File: src/rtl/seh_pkg.sv
`timescale 1ns / 1ps
// ----------------------------------------------------------------------------
// seh_pkg
// Widths and shift amounts shared by the spring Hessian pipeline.
// ----------------------------------------------------------------------------
package seh_pkg;

    // coordinate, rest length, stiffness and result entry width
    localparam int COORD_W    = 32;
    // coordinate difference and its magnitude
    localparam int DIFF_W     = COORD_W + 1;
    // magnitude after prescaling, always below 2^31
    localparam int A_W        = COORD_W - 1;
    // multiplier operand and full product
    localparam int MUL_W      = 64;
    localparam int PROD_W     = 2 * MUL_W;
    localparam int MUL_STAGES = 3;
    // square root radicand and root
    localparam int RAD_W      = 64;
    localparam int ROOT_W     = RAD_W / 2;
    // ratio scale (Q30) and unit-vector product scale (Q60)
    localparam int RATIO_SH   = 30;
    localparam int UNIT_SH    = 2 * RATIO_SH;
    // unit vector quotient bits and rest-length ratio quotient bits
    localparam int UQ_W       = RATIO_SH + 1;
    localparam int RQ_W       = COORD_W + RATIO_SH;
    // divisor of the ratio divide: root scaled back by up to two bits
    localparam int RDEN_W     = ROOT_W + 2;

    typedef logic [MUL_W-1:0]  mul_op_t;
    typedef logic [PROD_W-1:0] prod_t;

endpackage

File: src/rtl/seh_div.sv
`timescale 1ns / 1ps
// ----------------------------------------------------------------------------
// seh_div
// Pipelined restoring divider, one quotient bit per register stage, several
// lanes sharing one divisor. The starting remainder must be below the divisor.
// ----------------------------------------------------------------------------
module seh_div #(
    parameter int LANES  = 1,
    parameter int QW     = seh_pkg::UQ_W,
    parameter int DW     = seh_pkg::ROOT_W,
    parameter int SIDE_W = 1
) (
    input  logic                         clk,
    input  logic                         rst_n,
    input  logic                         in_valid,
    input  logic [DW-1:0]                divisor,
    input  logic [LANES-1:0][DW-1:0]     rem_init,
    input  logic [LANES-1:0][QW-1:0]     low_bits,
    input  logic [SIDE_W-1:0]            side_in,
    output logic                         out_valid,
    output logic [LANES-1:0][QW-1:0]     quot,
    output logic [SIDE_W-1:0]            side_out
);
    logic [QW-1:0]                  valid_reg;
    logic [DW-1:0]                  div_reg  [QW];
    logic [LANES-1:0][DW-1:0]       rem_reg  [QW];
    logic [LANES-1:0][QW-1:0]       low_reg  [QW];
    logic [LANES-1:0][QW-1:0]       quot_reg [QW];
    logic [SIDE_W-1:0]              side_reg [QW];

    for (genvar g = 0; g < QW; g++)
    begin : g_stage
        logic                       valid_prev;
        logic [DW-1:0]              div_prev;
        logic [LANES-1:0][DW-1:0]   rem_prev;
        logic [LANES-1:0][QW-1:0]   low_prev;
        logic [LANES-1:0][QW-1:0]   quot_prev;
        logic [SIDE_W-1:0]          side_prev;
        logic [LANES-1:0][DW:0]     acc;
        logic [LANES-1:0][DW-1:0]   rem_next;
        logic [LANES-1:0][QW-1:0]   quot_next;

        if (g == 0)
        begin : g_head
            assign valid_prev = in_valid;
            assign div_prev   = divisor;
            assign rem_prev   = rem_init;
            assign low_prev   = low_bits;
            assign quot_prev  = '0;
            assign side_prev  = side_in;
        end
        else
        begin : g_link
            assign valid_prev = valid_reg[g-1];
            assign div_prev   = div_reg[g-1];
            assign rem_prev   = rem_reg[g-1];
            assign low_prev   = low_reg[g-1];
            assign quot_prev  = quot_reg[g-1];
            assign side_prev  = side_reg[g-1];
        end

        always_comb
        begin
            for (int l = 0; l < LANES; l++)
            begin
                acc[l] = {rem_prev[l], low_prev[l][QW-1]};
                if (acc[l] >= {1'b0, div_prev})
                begin
                    rem_next[l]  = DW'(acc[l] - {1'b0, div_prev});
                    quot_next[l] = {quot_prev[l][QW-2:0], 1'b1};
                end
                else
                begin
                    rem_next[l]  = DW'(acc[l]);
                    quot_next[l] = {quot_prev[l][QW-2:0], 1'b0};
                end
            end
        end

        always_ff @(posedge clk or negedge rst_n)
        begin
            if (!rst_n)
            begin
                valid_reg[g] <= 1'b0;
            end
            else
            begin
                valid_reg[g] <= valid_prev;
            end
        end

        always_ff @(posedge clk)
        begin
            div_reg[g]  <= div_prev;
            rem_reg[g]  <= rem_next;
            quot_reg[g] <= quot_next;
            side_reg[g] <= side_prev;
            for (int l = 0; l < LANES; l++)
            begin
                low_reg[g][l] <= low_prev[l] << 1;
            end
        end
    end

    assign out_valid = valid_reg[QW-1];
    assign quot      = quot_reg[QW-1];
    assign side_out  = side_reg[QW-1];

endmodule

File: config.mk
export PLATFORM = sky130hd
export DESIGN_NAME = seh_div
export DESIGN_NICKNAME = d
export VERILOG_FILES = /design/src/rtl/seh_pkg.sv /design/src/rtl/seh_div.sv
export SDC_FILE = /design/constraint.sdc
export NUM_CORES = 2
export LEC_CHECK = 0
export CAP_MARGIN = 0
export CELL_PAD_IN_SITES_DETAIL_PLACEMENT = 2
export CELL_PAD_IN_SITES_GLOBAL_PLACEMENT = 2
export CORE_MARGIN = 2
export CORE_UTILIZATION = 42
export DETAILED_ROUTE_END_ITERATION = 7
export DONT_BUFFER_PORTS = 1
export GPL_ROUTABILITY_DRIVEN = 0
export GPL_TIMING_DRIVEN = 0
export PLACE_DENSITY_LB_ADDON = 0.1
export SLEW_MARGIN = 30
export SYNTH_ARGS = -nofsm -noshare
export SYNTH_HDL_FRONTEND = slang
export SYNTH_SLANG_ARGS = --single-unit
File: constraint.sdc
create_clock -name clk -period 4.2 [get_ports clk]
set_input_delay 0.42 -clock clk [delete_from_list [all_inputs] [get_ports clk]]
set_output_delay 0.42 -clock clk [all_outputs]
set_load 0.02 [all_outputs]
==> impl_metrics.tcl <==
set metrics [dict create \
    status "complete, no violations" \
    final-hold-violation-count 0 \
    synth_area_mm2 0.121 \
    port_buffers 0 \
    drc 0 \
    hp-class "primary input to flop" \
    finalMaxSlewViolations 0 \
    tns_ns 0 \
    leakagePower_nw 63.9 \
    dieWidth_um 541 \
    syn-num-nets 13500 \
    crit_fanout 10 \
    cp-start-kind "flop" \
    first_iter_violations 4157 \
    crit_slowest_cell "o21ai_0" \
    yosys.cell_types.count 89 \
    ys_ff_latch 2943 \
    h-tree-depth 5 \
    crit_path_end_kind "flop" \
    synth-seq-area-share_pct 48.7 \
    ys_top_cells_by_area "dfxtp_1 48%, ha_1 10%, inv_1 3.9%" \
    dp_hpwl_um 291000 \
    worst_pin_slew_ns 0.992 \
    drt-vias-per-instance 5.41 \
    yosys.area.top_type_share_pct 48.1 \
    worstPathRequired_ns 4.96 \
    p_per_area_mw_per_mm2 966 \
    cts_tree "built" \
    crit_cells 13 \
    finalCritPeriodShare_pct 97.8 \
    arrival_ns 4.87 \
    path_class "flop to flop" \
    grt_first_pass_wirelength_um 604000 \
    cp_common_cell "o21ai_0" \
    area_delta_synth_final_pct 14.8 \
    netlist_instances 12400 \
    setup-violations-final 0 \
    dr.pass1.iters 5 \
    antenna_found_initial 18 \
    insertion_delay_ns 0.94 \
    grt_start_max_net_pins 32 \
    placed_area_mm2 0.126 \
    r2r_start "div_reg[19][3]" \
    fp.dieH_um 541 \
    clockBufferDepth 4 \
    drive_above_1_share_pct 8.71 \
    worstSetupStartpoint "div_reg[19][3]" \
    grt_use_total_pct 26.1 \
    ios 132 \
    cts-buffers-inserted 316 \
    slew-limit-headroom_pct 33.1 \
    r2r_cells 13 \
    avgSynthCellArea_um2 9.78 \
    num_rows 197 \
    synth-edff-count 0 \
    worstPathCellList "inv_1, ha_1, and3_1, o21ai_0, a21boi_2, o21ai_1, a31oi_2, o21ai_2, o31ai_1, a21oi_1, o211a_4, clkbuf_1, o21ai_0" \
    vias 91500 \
    min_path_cells 1 \
    worstHoldStart "low_bits[29]" \
    synth-main-ff-cell "dfxtp_1" \
    max_freq_ghz 0.243 \
    routedWlPerCell_um 23.2 \
    synth-async-reset-ratio_pct 1.05 \
    die_area_mm2 0.293 \
    final_cell_mix "2,909 x dfxtp_1, 1,255 x inv_1, 992 x ha_1" \
    whs_ns 0.0554 \
    n_fill_cell 29800 \
    cts_root_buf "clkbuf_16" \
    yosys_warnings 0 \
    drv_cap 0 \
    initial_core_util_pct 42.2 \
    layout_commonest_cell "dfxtp_1" \
    grt_pass1_vias 102000 \
    crit_path_max_incr_delay_ns 0.62 \
    final_nets 14000 \
    clkTransAtPathRegs_ns 0.07 \
    drt.antenna.violating_nets 0 \
    clock_sinks 2943 \
    finalCriticalPeriod_ns 4.11 \
    core-area_mm2 0.288 \
    synth_top_area_cell "dfxtp_1" \
    skew_ns 0.0614 \
    gr-total-overflow 0 \
    wl_um 392000 \
    crit_buf_inv 2 \
    ir_worst_vdd_uv 434 \
    crit_family "compound AO/OA/AOI/OAI gates" \
    design_area_mm2 0.139 \
]
-- through the flow --
stage / cells / setup WS (ns) / util, % / total power [W]
2_1_floorplan: 12400 / 0.626 / - / 0.0833
3_3_place_gp: 16200 / -0.924 / 43.8 / 0.0997
3_5_place_dp: 16200 / -1.03 / 43.8 / 0.103
4_1_cts: 16900 / 0.00000222 / 48.2 / 0.134
5_1_grt: 16900 / -0.0605 / 48.4 / 0.144
6_report: 16900 / 0.0920 / 48.4 / 0.134
-- routing by layer --
| metal | vias up | routed length (um) | global-route usage (%) | share of wire, % |
|---|---|---|---|---|
| met5 | - | 27 | 0 | 0.0069 |
| met4 | 4 | 12100 | 7.94 | 3.1 |
| met3 | 705 | 10400 | 2.56 | 2.6 |
| met2 | 1352 | 206000 | 49.6 | 53 |
| met1 | 45900 | 163000 | 30.7 | 42 |
| li1 | 43500 | - | - | - |
-- cell families (layout without fill, tap and decap cells) --
logic type	count (synthesis)	in the layout	synth area share, %
compound gates	3187	3187	16.4
flops	2943	2943	48.7
simple gates	2501	2502	9.72
buf+inv	1519	2236	4.76
fa+ha+maj	1022	1022	10.7
xor+xnor	818	818	5.91
mux	412	412	3.79
other cells	0	6	0
-- worst register-to-register path, delay by kind of cell (launching register included) --
kind,cells,cell delay (ns)
compound gates,9,2.46
fa+ha+maj,1,0.37
simple gates,1,0.31
flops,1,0.45
buf+inv,2,0.34
-- cell type report --
class,count,area (um2),area share (%)
Inverter,1256,4710,3.39
Antenna cell,6,15.0,0.0108
Timing Repair Buffer,152,1510,1.09
Clock inverter,139,1930,1.39
Sequential cell,2943,59100,42.4
Multi-Input combinational cell,7941,57000,41.0
Buffer,259,1250,0.896
Clock buffer,430,8960,6.44
Tap cell,3781,4730,3.40
-- power by group --
part / switching (W) / internal, W / leakage, nW / total (W)
clock: 0.0120 / 0.0171 / 5.29 / 0.0291
combinational: 0.0374 / 0.0257 / 33.7 / 0.0631
sequential: 0.00561 / 0.0366 / 24.9 / 0.0422
total: 0.0550 / 0.0794 / 63.9 / 0.134
-- worst paths after layout --
kind                                     endpoint  slack, ns
setup / recovery                  rem_reg[1][144]       0.09
hold / removal                     low_reg[0][29]       0.06
setup reg to reg                  rem_reg[1][144]       0.09
hold reg to reg                  quot_reg[1][407]       0.31
max in group asynchronous   g_stage[2].valid_prev       3.46
min in group asynchronous  g_stage[11].valid_prev       0.57
-- synth_stat cells, drive strengths merged (29+ instances only) --
library cell,n
a211o,36
a211oi,70
a21boi,39
a21o,535
a21oi,907
a31oi,102
and2,33
and3,70
and4,32
buf,55
clkbuf,208
dfrtp,31
dfxtp,2912
fa,30
ha,992
inv,1256
mux2,378
mux2i,34
nand2,877
nand2b,133
nand3,175
nand4,164
nor2,594
nor2b,170
nor3,110
nor4,33
o211ai,30
o21a,118
o21ai,895
o21bai,124
o31a,29
o31ai,55
or3,38
xnor2,479
xor2,339
-- repair_timing --
action                                  in CTS  in global routing
hold buffers                               126                  0
pin swaps                                    8                 17
resized for setup                          133                155
cloned                                       0                  1
endpoints found under the hold margin      127                  0
endpoints found under the setup margin     741                754
buffers inserted                             9                 17
Power figures use the tool's default switching activity.
